`config.mk`:
```
export PLATFORM = sky130hd
export DESIGN_NAME = reservation_station_wakeup_select_flat
export DESIGN_NICKNAME = d
export VERILOG_FILES = /design/src/rtl/rsws_pkg.sv /design/src/rtl/rsws_if.sv /design/src/rtl/rsws_slots.sv /design/src/rtl/reservation_station_wakeup_select.sv /design/src/flat_wrapper.sv
export SDC_FILE = /design/constraint.sdc
export NUM_CORES = 2
export LEC_CHECK = 0
export BUFFER_PORTS_ARGS = -buffer_cell sky130_fd_sc_hd__clkbuf_2
export CAP_MARGIN = 20
export CORE_MARGIN = 2
export CORE_UTILIZATION = 33
export DETAILED_ROUTE_END_ITERATION = 6
export PLACE_DENSITY = 0.59
export SYNTH_ARGS = -nofsm -noshare
export SYNTH_HDL_FRONTEND = slang
export SYNTH_HIERARCHICAL = 1
export SYNTH_SLANG_ARGS = --single-unit
```
`constraint.sdc`:
```
create_clock -name clk_i -period 19.5 [get_ports clk_i]
set_input_delay 2.925 -clock clk_i [delete_from_list [all_inputs] [get_ports clk_i]]
set_output_delay 2.925 -clock clk_i [all_outputs]
set_load 0.05 [all_outputs]
```
`src/rtl/rsws_pkg.sv`:
```
// Shared constants, codes and item types of the reservation station.
`default_nettype none
package rsws_pkg;

  localparam int Entries  = 8;
  localparam int IdxW     = $clog2(Entries);
  localparam int TagW     = 6;
  localparam int BusTagW  = 5;
  localparam int DataW    = 32;
  localparam int OpW      = 6;
  localparam int KindW    = 3;

  localparam logic [TagW-1:0]  TAG_NONE = '1;
  localparam logic [KindW-1:0] KIND_I   = 3'd1;
  localparam logic [KindW-1:0] KIND_MAX = 3'd4;

  typedef enum logic [1:0] {
    FUNC_BROADCAST = 2'd0,
    FUNC_DISPATCH  = 2'd1,
    FUNC_CYCLE     = 2'd2,
    FUNC_FLUSH     = 2'd3
  } func_e;

  typedef enum logic [1:0] {
    ERR_NONE = 2'd0,
    ERR_FULL = 2'd1,
    ERR_KIND = 2'd2
  } err_e;

  typedef struct packed {
    logic [1:0]              func;
    logic [OpW-1:0]          operation;
    logic [KindW-1:0]        kind;
    logic                    is_jump_register;
    logic [BusTagW-1:0]      dest_tag;
    logic signed [TagW-1:0]  src1_tag;
    logic signed [TagW-1:0]  src2_tag;
    logic [DataW-1:0]        src1_value;
    logic [DataW-1:0]        src2_value;
    logic [DataW-1:0]        immediate;
    logic [BusTagW-1:0]      bus_tag;
    logic [DataW-1:0]        bus_value;
  } item_t;

  typedef struct packed {
    logic                issue_valid;
    logic [OpW-1:0]      issue_operation;
    logic [BusTagW-1:0]  issue_dest;
    logic [DataW-1:0]    operand_a;
    logic [DataW-1:0]    operand_b;
    logic                station_full;
    logic [1:0]          error_code;
  } result_t;

endpackage
`default_nettype wire

```
`src/rtl/rsws_if.sv`:
```
// Request and response channel interfaces of the reservation station.
`default_nettype none
interface rsws_in_if;
  logic                                     valid;
  logic                                     ready;
  logic [1:0]                               func;
  logic [rsws_pkg::OpW-1:0]                 operation;
  logic [rsws_pkg::KindW-1:0]               kind;
  logic                                     is_jump_register;
  logic [rsws_pkg::BusTagW-1:0]             dest_tag;
  logic signed [rsws_pkg::TagW-1:0]         src1_tag;
  logic signed [rsws_pkg::TagW-1:0]         src2_tag;
  logic [rsws_pkg::DataW-1:0]               src1_value;
  logic [rsws_pkg::DataW-1:0]               src2_value;
  logic [rsws_pkg::DataW-1:0]               immediate;
  logic [rsws_pkg::BusTagW-1:0]             bus_tag;
  logic [rsws_pkg::DataW-1:0]               bus_value;

  modport source (
    output valid, func, operation, kind, is_jump_register, dest_tag, src1_tag, src2_tag,
           src1_value, src2_value, immediate, bus_tag, bus_value,
    input  ready
  );
  modport sink (
    input  valid, func, operation, kind, is_jump_register, dest_tag, src1_tag, src2_tag,
           src1_value, src2_value, immediate, bus_tag, bus_value,
    output ready
  );
endinterface

interface rsws_out_if;
  logic                          valid;
  logic                          ready;
  logic                          issue_valid;
  logic [rsws_pkg::OpW-1:0]      issue_operation;
  logic [rsws_pkg::BusTagW-1:0]  issue_dest;
  logic [rsws_pkg::DataW-1:0]    operand_a;
  logic [rsws_pkg::DataW-1:0]    operand_b;
  logic                          station_full;
  logic [1:0]                    error_code;

  modport source (
    output valid, issue_valid, issue_operation, issue_dest, operand_a, operand_b,
           station_full, error_code,
    input  ready
  );
  modport sink (
    input  valid, issue_valid, issue_operation, issue_dest, operand_a, operand_b,
           station_full, error_code,
    output ready
  );
endinterface
`default_nettype wire

```
`src/rtl/rsws_slots.sv`:
```
// Slot storage with tag wakeup, lowest-free dispatch and lowest-ready issue.
`default_nettype none
module rsws_slots (
  input  wire logic              clk_i,
  input  wire logic              rst_ni,
  input  wire logic              step_i,
  input  wire rsws_pkg::item_t   item_i,
  output rsws_pkg::result_t      result_o
);

  localparam int E = rsws_pkg::Entries;

  logic [E-1:0] valid_q, valid_d;
  logic [E-1:0] ready_q, ready_d;

  logic [rsws_pkg::OpW-1:0]     op_q     [E];
  logic [rsws_pkg::KindW-1:0]   kind_q   [E];
  logic                         jr_q     [E];
  logic [rsws_pkg::BusTagW-1:0] dest_q   [E];
  logic [rsws_pkg::TagW-1:0]    tag_a_q  [E];
  logic [rsws_pkg::TagW-1:0]    tag_b_q  [E];
  logic [rsws_pkg::DataW-1:0]   val_a_q  [E];
  logic [rsws_pkg::DataW-1:0]   val_b_q  [E];
  logic [rsws_pkg::DataW-1:0]   imm_q    [E];

  logic                         is_bcast, is_flush, is_disp, is_cycle;
  logic                         has_free, do_disp;
  logic [rsws_pkg::IdxW-1:0]    free_idx;
  logic [rsws_pkg::TagW-1:0]    new_tag_a, new_tag_b;
  logic                         new_ready, new_use_imm;
  logic [E-1:0]                 pre_valid, pre_ready, hit_a, hit_b;
  logic                         issue_any;
  logic [rsws_pkg::IdxW-1:0]    issue_idx;
  logic                         issue_new;
  rsws_pkg::err_e               err;

  assign is_bcast = item_i.func == rsws_pkg::FUNC_BROADCAST;
  assign is_flush = item_i.func == rsws_pkg::FUNC_FLUSH;
  assign is_disp  = item_i.func == rsws_pkg::FUNC_DISPATCH;
  assign is_cycle = is_disp || (item_i.func == rsws_pkg::FUNC_CYCLE);

  // Lowest free slot.
  always_comb begin
    has_free = 1'b0;
    free_idx = '0;
    for (int i = E - 1; i >= 0; i--) begin
      if (!valid_q[i]) begin
        has_free = 1'b1;
        free_idx = rsws_pkg::IdxW'(i);
      end
    end
  end

  assign new_use_imm = (item_i.kind == rsws_pkg::KIND_I) && !item_i.is_jump_register;
  assign new_tag_a   = $unsigned(item_i.src1_tag);
  assign new_tag_b   = new_use_imm ? rsws_pkg::TAG_NONE : $unsigned(item_i.src2_tag);
  assign new_ready   = (new_tag_a == rsws_pkg::TAG_NONE) && (new_tag_b == rsws_pkg::TAG_NONE);
  assign do_disp     = is_disp && has_free && (item_i.kind <= rsws_pkg::KIND_MAX);

  always_comb begin
    err = rsws_pkg::ERR_NONE;
    if (is_disp) begin
      if (!has_free) begin
        err = rsws_pkg::ERR_FULL;
      end else if (item_i.kind > rsws_pkg::KIND_MAX) begin
        err = rsws_pkg::ERR_KIND;
      end
    end
  end

  // Slot view after the dispatch write, which the issue select sees.
  always_comb begin
    for (int i = 0; i < E; i++) begin
      if (do_disp && (free_idx == rsws_pkg::IdxW'(i))) begin
        pre_valid[i] = 1'b1;
        pre_ready[i] = new_ready;
      end else begin
        pre_valid[i] = valid_q[i];
        pre_ready[i] = ready_q[i];
      end
      hit_a[i] = valid_q[i] && (tag_a_q[i] == {1'b0, item_i.bus_tag});
      hit_b[i] = valid_q[i] && (tag_b_q[i] == {1'b0, item_i.bus_tag});
    end
  end

  always_comb begin
    issue_any = 1'b0;
    issue_idx = '0;
    for (int i = E - 1; i >= 0; i--) begin
      if (is_cycle && pre_valid[i] && pre_ready[i]) begin
        issue_any = 1'b1;
        issue_idx = rsws_pkg::IdxW'(i);
      end
    end
  end

  assign issue_new = do_disp && (issue_idx == free_idx);

  always_comb begin
    valid_d = valid_q;
    ready_d = ready_q;
    if (is_flush) begin
      valid_d = '0;
      ready_d = '0;
    end else if (is_bcast) begin
      for (int i = 0; i < E; i++) begin
        if (valid_q[i] && (hit_a[i] || tag_a_q[i] == rsws_pkg::TAG_NONE)
            && (hit_b[i] || tag_b_q[i] == rsws_pkg::TAG_NONE)) begin
          ready_d[i] = 1'b1;
        end
      end
    end else begin
      valid_d = pre_valid;
      ready_d = pre_ready;
      if (issue_any) begin
        valid_d[issue_idx] = 1'b0;
        ready_d[issue_idx] = 1'b0;
      end
    end
  end

  always_comb begin
    result_o = '0;
    result_o.station_full = &valid_d;
    result_o.error_code   = err;
    if (issue_any) begin
      result_o.issue_valid = 1'b1;
      if (issue_new) begin
        result_o.issue_operation = item_i.operation;
        result_o.issue_dest      = item_i.dest_tag;
        result_o.operand_a       = item_i.src1_value;
        result_o.operand_b       = new_use_imm ? item_i.immediate : item_i.src2_value;
      end else begin
        result_o.issue_operation = op_q[issue_idx];
        result_o.issue_dest      = dest_q[issue_idx];
        result_o.operand_a       = val_a_q[issue_idx];
        result_o.operand_b       = ((kind_q[issue_idx] == rsws_pkg::KIND_I) && !jr_q[issue_idx])
                                   ? imm_q[issue_idx] : val_b_q[issue_idx];
      end
    end
  end

  always_ff @(posedge clk_i or negedge rst_ni) begin
    if (!rst_ni) begin
      valid_q <= '0;
      ready_q <= '0;
    end else if (step_i) begin
      valid_q <= valid_d;
      ready_q <= ready_d;
    end
  end

  // Payload fields are only read while the slot is valid, so they need no reset.
  always_ff @(posedge clk_i) begin
    if (step_i) begin
      if (is_bcast) begin
        for (int i = 0; i < E; i++) begin
          if (hit_a[i]) begin
            val_a_q[i] <= item_i.bus_value;
            tag_a_q[i] <= rsws_pkg::TAG_NONE;
          end
          if (hit_b[i]) begin
            val_b_q[i] <= item_i.bus_value;
            tag_b_q[i] <= rsws_pkg::TAG_NONE;
          end
        end
      end else if (do_disp) begin
        op_q[free_idx]    <= item_i.operation;
        kind_q[free_idx]  <= item_i.kind;
        jr_q[free_idx]    <= item_i.is_jump_register;
        dest_q[free_idx]  <= item_i.dest_tag;
        tag_a_q[free_idx] <= new_tag_a;
        tag_b_q[free_idx] <= new_tag_b;
        val_a_q[free_idx] <= item_i.src1_value;
        val_b_q[free_idx] <= item_i.src2_value;
        imm_q[free_idx]   <= item_i.immediate;
      end
    end
  end

endmodule
`default_nettype wire

```
`src/rtl/reservation_station_wakeup_select.sv`:
```
// Reservation station top level: input register, slot logic and result register.
//
// Usage: one request channel (req_i) carries broadcast, dispatch, cycle and
// flush beats; each accepted beat produces exactly one response beat on rsp_o.
// A broadcast wakes every waiting operand whose tag matches the bus tag.
// A dispatch beat may place one instruction into the lowest free slot; dispatch
// and cycle beats then issue the lowest-indexed ready slot; a flush empties it.
// Path: a request beat is captured in the input register, passes the slot
// logic and is loaded into the result register once that register can take
// it; the response then stays valid on rsp_o until the receiver takes it.
// Throughput: one beat per cycle while the receiver takes responses; the
// slot update, the free-slot search and the issue select form one short
// combinational pass over eight slots.
// Reset clears all slot valid and ready bits and both pipeline valid bits.
// When the receiver stalls, the result register holds its beat and the input
// register still takes one more request; further requests wait on req_i.ready.
`default_nettype none
module reservation_station_wakeup_select (
  input  wire logic   clk_i,
  input  wire logic   rst_ni,
  rsws_in_if.sink     req_i,
  rsws_out_if.source  rsp_o
);

  logic              in_valid_q, in_valid_d;
  rsws_pkg::item_t   in_q;
  logic              out_valid_q, out_valid_d;
  rsws_pkg::result_t out_q, result;
  logic              advance, step, accept;

  assign advance = !out_valid_q || rsp_o.ready;
  assign step    = in_valid_q && advance;
  assign accept  = req_i.valid && req_i.ready;

  assign req_i.ready = !in_valid_q || advance;

  always_comb begin
    in_valid_d = in_valid_q;
    if (accept) begin
      in_valid_d = 1'b1;
    end else if (step) begin
      in_valid_d = 1'b0;
    end
    out_valid_d = out_valid_q;
    if (step) begin
      out_valid_d = 1'b1;
    end else if (rsp_o.ready) begin
      out_valid_d = 1'b0;
    end
  end

  always_ff @(posedge clk_i or negedge rst_ni) begin
    if (!rst_ni) begin
      in_valid_q  <= 1'b0;
      out_valid_q <= 1'b0;
    end else begin
      in_valid_q  <= in_valid_d;
      out_valid_q <= out_valid_d;
    end
  end

  always_ff @(posedge clk_i) begin
    if (accept) begin
      in_q.func             <= req_i.func;
      in_q.operation        <= req_i.operation;
      in_q.kind             <= req_i.kind;
      in_q.is_jump_register <= req_i.is_jump_register;
      in_q.dest_tag         <= req_i.dest_tag;
      in_q.src1_tag         <= req_i.src1_tag;
      in_q.src2_tag         <= req_i.src2_tag;
      in_q.src1_value       <= req_i.src1_value;
      in_q.src2_value       <= req_i.src2_value;
      in_q.immediate        <= req_i.immediate;
      in_q.bus_tag          <= req_i.bus_tag;
      in_q.bus_value        <= req_i.bus_value;
    end
    if (step) begin
      out_q <= result;
    end
  end

  rsws_slots u_slots (
    .clk_i    (clk_i),
    .rst_ni   (rst_ni),
    .step_i   (step),
    .item_i   (in_q),
    .result_o (result)
  );

  assign rsp_o.valid           = out_valid_q;
  assign rsp_o.issue_valid     = out_q.issue_valid;
  assign rsp_o.issue_operation = out_q.issue_operation;
  assign rsp_o.issue_dest      = out_q.issue_dest;
  assign rsp_o.operand_a       = out_q.operand_a;
  assign rsp_o.operand_b       = out_q.operand_b;
  assign rsp_o.station_full    = out_q.station_full;
  assign rsp_o.error_code      = out_q.error_code;

endmodule
`default_nettype wire

```
`src/flat_wrapper.sv`:
```
// flat-port wrapper written by rule: the top's interface ports become plain ports
module reservation_station_wakeup_select_flat 
  (clk_i, rst_ni, req_i_valid, req_i_func, req_i_operation, req_i_kind, req_i_is_jump_register, req_i_dest_tag, req_i_src1_tag, req_i_src2_tag, req_i_src1_value, req_i_src2_value, req_i_immediate, req_i_bus_tag, req_i_bus_value, req_i_ready, rsp_o_valid, rsp_o_issue_valid, rsp_o_issue_operation, rsp_o_issue_dest, rsp_o_operand_a, rsp_o_operand_b, rsp_o_station_full, rsp_o_error_code, rsp_o_ready);
  rsws_in_if req_i_i ();
  rsws_out_if rsp_o_i ();
  input  wire logic clk_i;
  input  wire logic rst_ni;
  input wire logic [$bits(req_i_i.valid)-1:0] req_i_valid;
  input wire logic [$bits(req_i_i.func)-1:0] req_i_func;
  input wire logic [$bits(req_i_i.operation)-1:0] req_i_operation;
  input wire logic [$bits(req_i_i.kind)-1:0] req_i_kind;
  input wire logic [$bits(req_i_i.is_jump_register)-1:0] req_i_is_jump_register;
  input wire logic [$bits(req_i_i.dest_tag)-1:0] req_i_dest_tag;
  input wire logic [$bits(req_i_i.src1_tag)-1:0] req_i_src1_tag;
  input wire logic [$bits(req_i_i.src2_tag)-1:0] req_i_src2_tag;
  input wire logic [$bits(req_i_i.src1_value)-1:0] req_i_src1_value;
  input wire logic [$bits(req_i_i.src2_value)-1:0] req_i_src2_value;
  input wire logic [$bits(req_i_i.immediate)-1:0] req_i_immediate;
  input wire logic [$bits(req_i_i.bus_tag)-1:0] req_i_bus_tag;
  input wire logic [$bits(req_i_i.bus_value)-1:0] req_i_bus_value;
  output wire logic [$bits(req_i_i.ready)-1:0] req_i_ready;
  output wire logic [$bits(rsp_o_i.valid)-1:0] rsp_o_valid;
  output wire logic [$bits(rsp_o_i.issue_valid)-1:0] rsp_o_issue_valid;
  output wire logic [$bits(rsp_o_i.issue_operation)-1:0] rsp_o_issue_operation;
  output wire logic [$bits(rsp_o_i.issue_dest)-1:0] rsp_o_issue_dest;
  output wire logic [$bits(rsp_o_i.operand_a)-1:0] rsp_o_operand_a;
  output wire logic [$bits(rsp_o_i.operand_b)-1:0] rsp_o_operand_b;
  output wire logic [$bits(rsp_o_i.station_full)-1:0] rsp_o_station_full;
  output wire logic [$bits(rsp_o_i.error_code)-1:0] rsp_o_error_code;
  input wire logic [$bits(rsp_o_i.ready)-1:0] rsp_o_ready;
  assign req_i_i.valid = req_i_valid;
  assign req_i_i.func = req_i_func;
  assign req_i_i.operation = req_i_operation;
  assign req_i_i.kind = req_i_kind;
  assign req_i_i.is_jump_register = req_i_is_jump_register;
  assign req_i_i.dest_tag = req_i_dest_tag;
  assign req_i_i.src1_tag = req_i_src1_tag;
  assign req_i_i.src2_tag = req_i_src2_tag;
  assign req_i_i.src1_value = req_i_src1_value;
  assign req_i_i.src2_value = req_i_src2_value;
  assign req_i_i.immediate = req_i_immediate;
  assign req_i_i.bus_tag = req_i_bus_tag;
  assign req_i_i.bus_value = req_i_bus_value;
  assign req_i_ready = req_i_i.ready;
  assign rsp_o_valid = rsp_o_i.valid;
  assign rsp_o_issue_valid = rsp_o_i.issue_valid;
  assign rsp_o_issue_operation = rsp_o_i.issue_operation;
  assign rsp_o_issue_dest = rsp_o_i.issue_dest;
  assign rsp_o_operand_a = rsp_o_i.operand_a;
  assign rsp_o_operand_b = rsp_o_i.operand_b;
  assign rsp_o_station_full = rsp_o_i.station_full;
  assign rsp_o_error_code = rsp_o_i.error_code;
  assign rsp_o_i.ready = rsp_o_ready;
  reservation_station_wakeup_select u_core (.clk_i(clk_i), .rst_ni(rst_ni), .req_i(req_i_i), .rsp_o(rsp_o_i));
endmodule
```
# Word-level counts from Yosys, hierarchy flattened
# Memory sizes are Yosys's and may differ from the RTL's.
# Index checks and enable logic that the tools add are counted.
# op_classes
magnitude_cmp	4
eq_ne	55
mux	155
n_bitwise	3
n_reduce_logical	106
# ops
cell	count
32-bit two-way mux	4
1-bit two-way mux	118
6-bit equality test (second input constant)	18
6-bit by 5-bit equality test with 1-bit output	16
76-bit two-way mux	1
75-bit two-way mux	1
1-bit logical AND	65
32-bit OR reduction	2
3-bit two-way mux	20
8-bit two-way mux	6
3-bit by 1-bit != test with 1-bit output (second input constant)	8
1-bit logical OR	19
6-bit two-way mux	3
2-bit AND reduction	9
8-bit bitwise AND	2
3-bit equality test (second input constant)	4
6-bit OR reduction	2
3-bit by 1-bit equality test with 1-bit output (second input constant)	3
8-bit NOT	1
8-bit AND reduction	1
3-bit by 2-bit equality test with 1-bit output (second input constant)	2
2-bit equality test (second input constant)	2
1-bit logical NOT	4
3-bit by 4-bit < comparator with 1-bit output (second input constant)	1
other kinds (10)	11
# totals
reg_bits	259
mem_bits_rw	984
in_bits	166
out_inout_bits	81
wordCells	363
memories	9
# memory_table
name	words	word_bits	rd	rd_ports_with_merged_regs	write_ports	line_no	rtl
u_core.u_slots.imm_q	8	32	1	0	1	rsws_slots.sv:24	logic [rsws_pkg::DataW-1:0] imm_q [E];
u_core.u_slots.val_a_q	8	32	1	0	8	rsws_slots.sv:22	logic [rsws_pkg::DataW-1:0] val_a_q [E];
u_core.u_slots.val_b_q	8	32	1	0	8	rsws_slots.sv:23	logic [rsws_pkg::DataW-1:0] val_b_q [E];
u_core.u_slots.op_q	8	6	1	0	1	rsws_slots.sv:16	logic [rsws_pkg::OpW-1:0] op_q [E];
u_core.u_slots.tag_a_q	8	6	8	0	8	rsws_slots.sv:20	logic [rsws_pkg::TagW-1:0] tag_a_q [E];
u_core.u_slots.tag_b_q	8	6	8	0	8	rsws_slots.sv:21	logic [rsws_pkg::TagW-1:0] tag_b_q [E];
+3 memories	--	--	--	--	--	--	

# Longest topological paths before layout
# depth
depth_word	32
mapped_depth	17
depth_no_buf	12

# Modules after synthesis
# Netlist, hierarchy kept.
# modules_own_cells
module	n_inst	cells_each	area_each_um2	seq_area_each_um2
rsws_slots	1	4394	46218.1	29948.7
reservation_station_wakeup_select	1	249	7340.8	7287.0

# Worst setup path before layout
# No wires, ideal clock.
# synth_path
kind	input port to flip-flop
start	in rsp_o_ready
end	mem u_core/u_slots/tag_a_q[7][0] (netlist name), enable pin
setup_time_ns	0.441
arrival_time_ns	8.803
required_ns	19.059
path_slack_ns	10.255
cell_stages	8
path_buffers	3
cell_sequence	nand2b_1 -> and2_1 -> clkbuf_1 -> nand2b_1 -> clkbuf_1 -> nor4_1 -> clkbuf_1 -> o21bai_1
# synth_rtl
element	line_no	rtl
start, declared	flat_wrapper.sv:30	input wire logic [$bits(rsp_o_i.ready)-1:0] rsp_o_ready;
end, declared	rsws_slots.sv:20	

# Worst setup path after layout
# layout_path
start	in rsp_o_ready
end	mem u_core/u_slots/imm_q[3][2] (netlist name), enable pin
# layout_between
elab_chain_len	4
# layout_lines
element	line_no	rtl
1-bit logical OR	reservation_station_wakeup_select.sv:31	assign advance = !out_valid_q || rsp_o.ready;
1-bit logical AND	reservation_station_wakeup_select.sv:32	assign step = in_valid_q && advance;
1-bit two-way mux	rsws_slots.sv:155	if (step_i) begin
1-bit two-way mux (not written as such)	rsws_slots.sv:176	imm_q[free_idx] <= item_i.immediate;
end, declared	rsws_slots.sv:24	
# No other way between the ends.

==> results.ini <==
[placement]
hpwl_um=109000
placed_area_sq_um=57000
place_worst_setup_slack_ns=12.20
io_buffer_count=246
globalplace.congestion=0.876

[sta]
setup_tns_ns=0
slew_headroom_pct=15.2
hold_slack_ns=0.516
finalClockSkew_ns=0.0266
maxSlewViolCount=0
period_minus_slack_ns=6.58
hold_violations=0
fmax_mhz=152
worstMarginPinSlew_ns=1.26
timing.final.crit_share_pct=33.8
setup_viol=0
rsz0062_at_grt=no
fin_ws_ns=12.92

[synth]
synth_cell_types=80
synth_seq_cells=1243
synthCells=4643
synth_top_area_share_pct=68.7
synth_nets=4813
yosysWarnings=6
yosys-top-cells-area=edfxtp_1 69%, nand2_1 13%, clkbuf_1 1.8%
ys.flop_type=edfxtp_1
async_reset_ff_share_pct=1.45
post-synth-top-area-cell=edfxtp_1
avgSynthCellArea_sq_um=11.5
syn_area_sq_um=53600
synth-seq-area-share_pct=69.5
synth-edff-count=1225

[cells_and_area]
multi_input_area_sq_um=15100
drive_gt1_share_pct=12.8
fin_nets=4908
area_growth_pct=14.5
seqCellArea_sq_um=37200
post-route-cell-area_sq_um=61300
n_fill_cell=15300

[cts]
cts_buffers=135
cts_tree=done
ctsHoldBuffers=0
post_cts_buffers=0
clk_pin_slew_ns=0.06
h-tree-depth=4
clkLatencyLatePin_ns=0.79
numClockSinks=1243
clockRootBuffer=clkbuf_16
clockBufferDepth=3
cts_resized=0

[global_route]
grt_pass1_wl_um=264000
grt_pass1_vias=36700
track_usage_pct=22.2
grt_overflow=0
grt_max_degree=134
antenna_found_initial=8

[route]
first_pass_iters=5
dr.first_iter.drc_count=5078
antenna_left=0
drc=0
wirelength_um=186000
vias_per_cell=5.47
wl_per_cell_um=26.5
vias=38300

[setup_path]
crit_path_start_kind=primary input
arrival_ns=6.97
cp-end-kind=register
path_max_fanout=67
cp_data_required_time_ns=19.89
timing_worst_setup_path_type=primary input to register

[floorplan]
start_util_pct=33.3
io_pins=247
die_h_um=407
core_area_sq_um=161000
die_w_um=407
rows=147
dieArea_sq_um=166000

[power_and_ir_drop]
total_leakage_power_uw=0.0217
ir_worst_vdd_mv=0.127
powerDensity_nw_per_um2=130

[worst_hold_path]
hold_class=register to register

[run_status]
outcome=complete, no violations

[run]
drv_cap=0

## per-stage QoR
step                instances  utilization (%)  power, uW
floorplan                4643                -       4540
global placement         6757             35.4       5490
detailed placement       6757             35.4       5490
CTS                      6998             38.1       7990
global route             7003             38.1       8260
finish                   7003             38.1       7990
## worst paths after layout
check / startpoint / to / slack, ns / cells after the start
min in group asynchronous: rst_ni / u_core/u_slots/ready_q[2] / 2.14 / 1
max: rsp_o_ready / u_core/u_slots/imm_q[3][2] / 12.92 / 9
min: u_core/u_slots/ready_q[4] / u_core/u_slots/ready_q[4] / 0.52 / 2
max in group asynchronous: rst_ni / u_core/u_slots/ready_q[0] / 16.96 / 1
min reg2reg: u_core/u_slots/ready_q[4] / u_core/u_slots/ready_q[4] / 0.52 / 2
max reg2reg: u_core/u_slots/valid_q[0] / u_core/rsp_o.operand_b[8] / 13.15 / 12
## metal layers
layer / vias up / wire length (um) / GRT usage, % / part of all wire, %
met5: - / 40 / 0 / 0.022
met4: 6 / 6360 / 7.89 / 3.4
met3: 362 / 20100 / 4.94 / 11
met2: 2295 / 84800 / 34.6 / 46
met1: 18900 / 74300 / 30.4 / 40
li1: 16800 / - / - / -
## final cells by class
type / instances / area share, %
Antenna cell: 1 / 0.00408
Clock buffer: 169 / 5.75
Inverter: 24 / 0.184
Multi-Input combinational cell: 3002 / 24.6
Sequential cell: 1243 / 60.7
Timing Repair Buffer: 332 / 3.14
Tap cell: 2160 / 4.41
Clock inverter: 72 / 1.20
## where the power goes
group | internal, uW | switching [uW] | total, uW
sequential | 3110 | 134 | 3240
clock | 1430 | 1080 | 2500
combinational | 572 | 1670 | 2250
total | 5110 | 2880 | 7990
## cells in the final DEF, fill, tap and decap left out, drive strengths merged, types with 78 or more instances in the layout
master | netlist | routed
a21oi | 114 | 114
nand3 | 115 | 115
buf | 112 | 86
o22ai | 134 | 134
o221ai | 78 | 78
nand2 | 1794 | 1794
nor2 | 137 | 137
clkbuf | 262 | 415
nand4 | 91 | 91
edfxtp | 1225 | 1225
## registers in the layout, summed over array words and instances, names as in the netlist, 8 cells and up
name                    flops
u_core/u_slots/imm_q      256
u_core/u_slots/val_a_q    256
u_core/u_slots/val_b_q    256
u_core/in_q               162
u_core/u_slots/op_q        48
u_core/u_slots/tag_a_q     48
u_core/u_slots/tag_b_q     48
u_core/u_slots/dest_q      40
u_core/rsp_o.operand_a     32
u_core/rsp_o.operand_b     32
u_core/u_slots/kind_q      24
u_core/u_slots/jr_q         8
u_core/u_slots/ready_q      8
u_core/u_slots/valid_q      8
## worst max-delay path, cell delays in order
cell,delay (ns)
clkbuf_2,0.09
nand2b_1,0.13
and2_4,0.16
buf_4,0.55
nand2b_1,0.60
or2_2,0.47
buf_4,0.34
inv_4,0.57
buf_4,0.93
## kinds of logic (layout without fill, tap and decap cells)
kind of cell    Yosys count  in the layout  synth area share, %
xor+xnor                 79             79                 1.31
fa+ha+maj                 5              5                0.112
buf+inv                 398            597                 3.02
other cells               0              1                    0
simple gates           2296           2296                 17.7
compound gates          572            572                 7.39
flops                  1243           1243                 69.5
mux                      50             50                0.948
## Yosys cell counts (4+ instances only)
cell / n
clkbuf_1: 261
nor2_1: 134
xnor2_1: 56
nor4b_1: 6
or2_2: 9
nand2b_1: 37
nand4_1: 91
o31a_1: 22
inv_1: 17
buf_2: 39
a31oi_1: 66
and2_1: 4
or3_1: 17
o221ai_2: 14
ha_1: 4
a21oi_1: 114
dfrtp_1: 18
xor2_1: 22
edfxtp_1: 1225
o221ai_1: 64
nand3_1: 115
inv_2: 5
o31ai_1: 41
buf_1: 59
mux2i_1: 44
a221oi_1: 13
buf_4: 8
buf_6: 6
o21bai_1: 7
or4_1: 14
o22ai_1: 134
mux2_2: 6
nor3_1: 23
o21a_1: 26
nor4_1: 26
nand2_1: 1794
o21ai_0: 36
and3_1: 4
(Power assumes the default switching activity.)
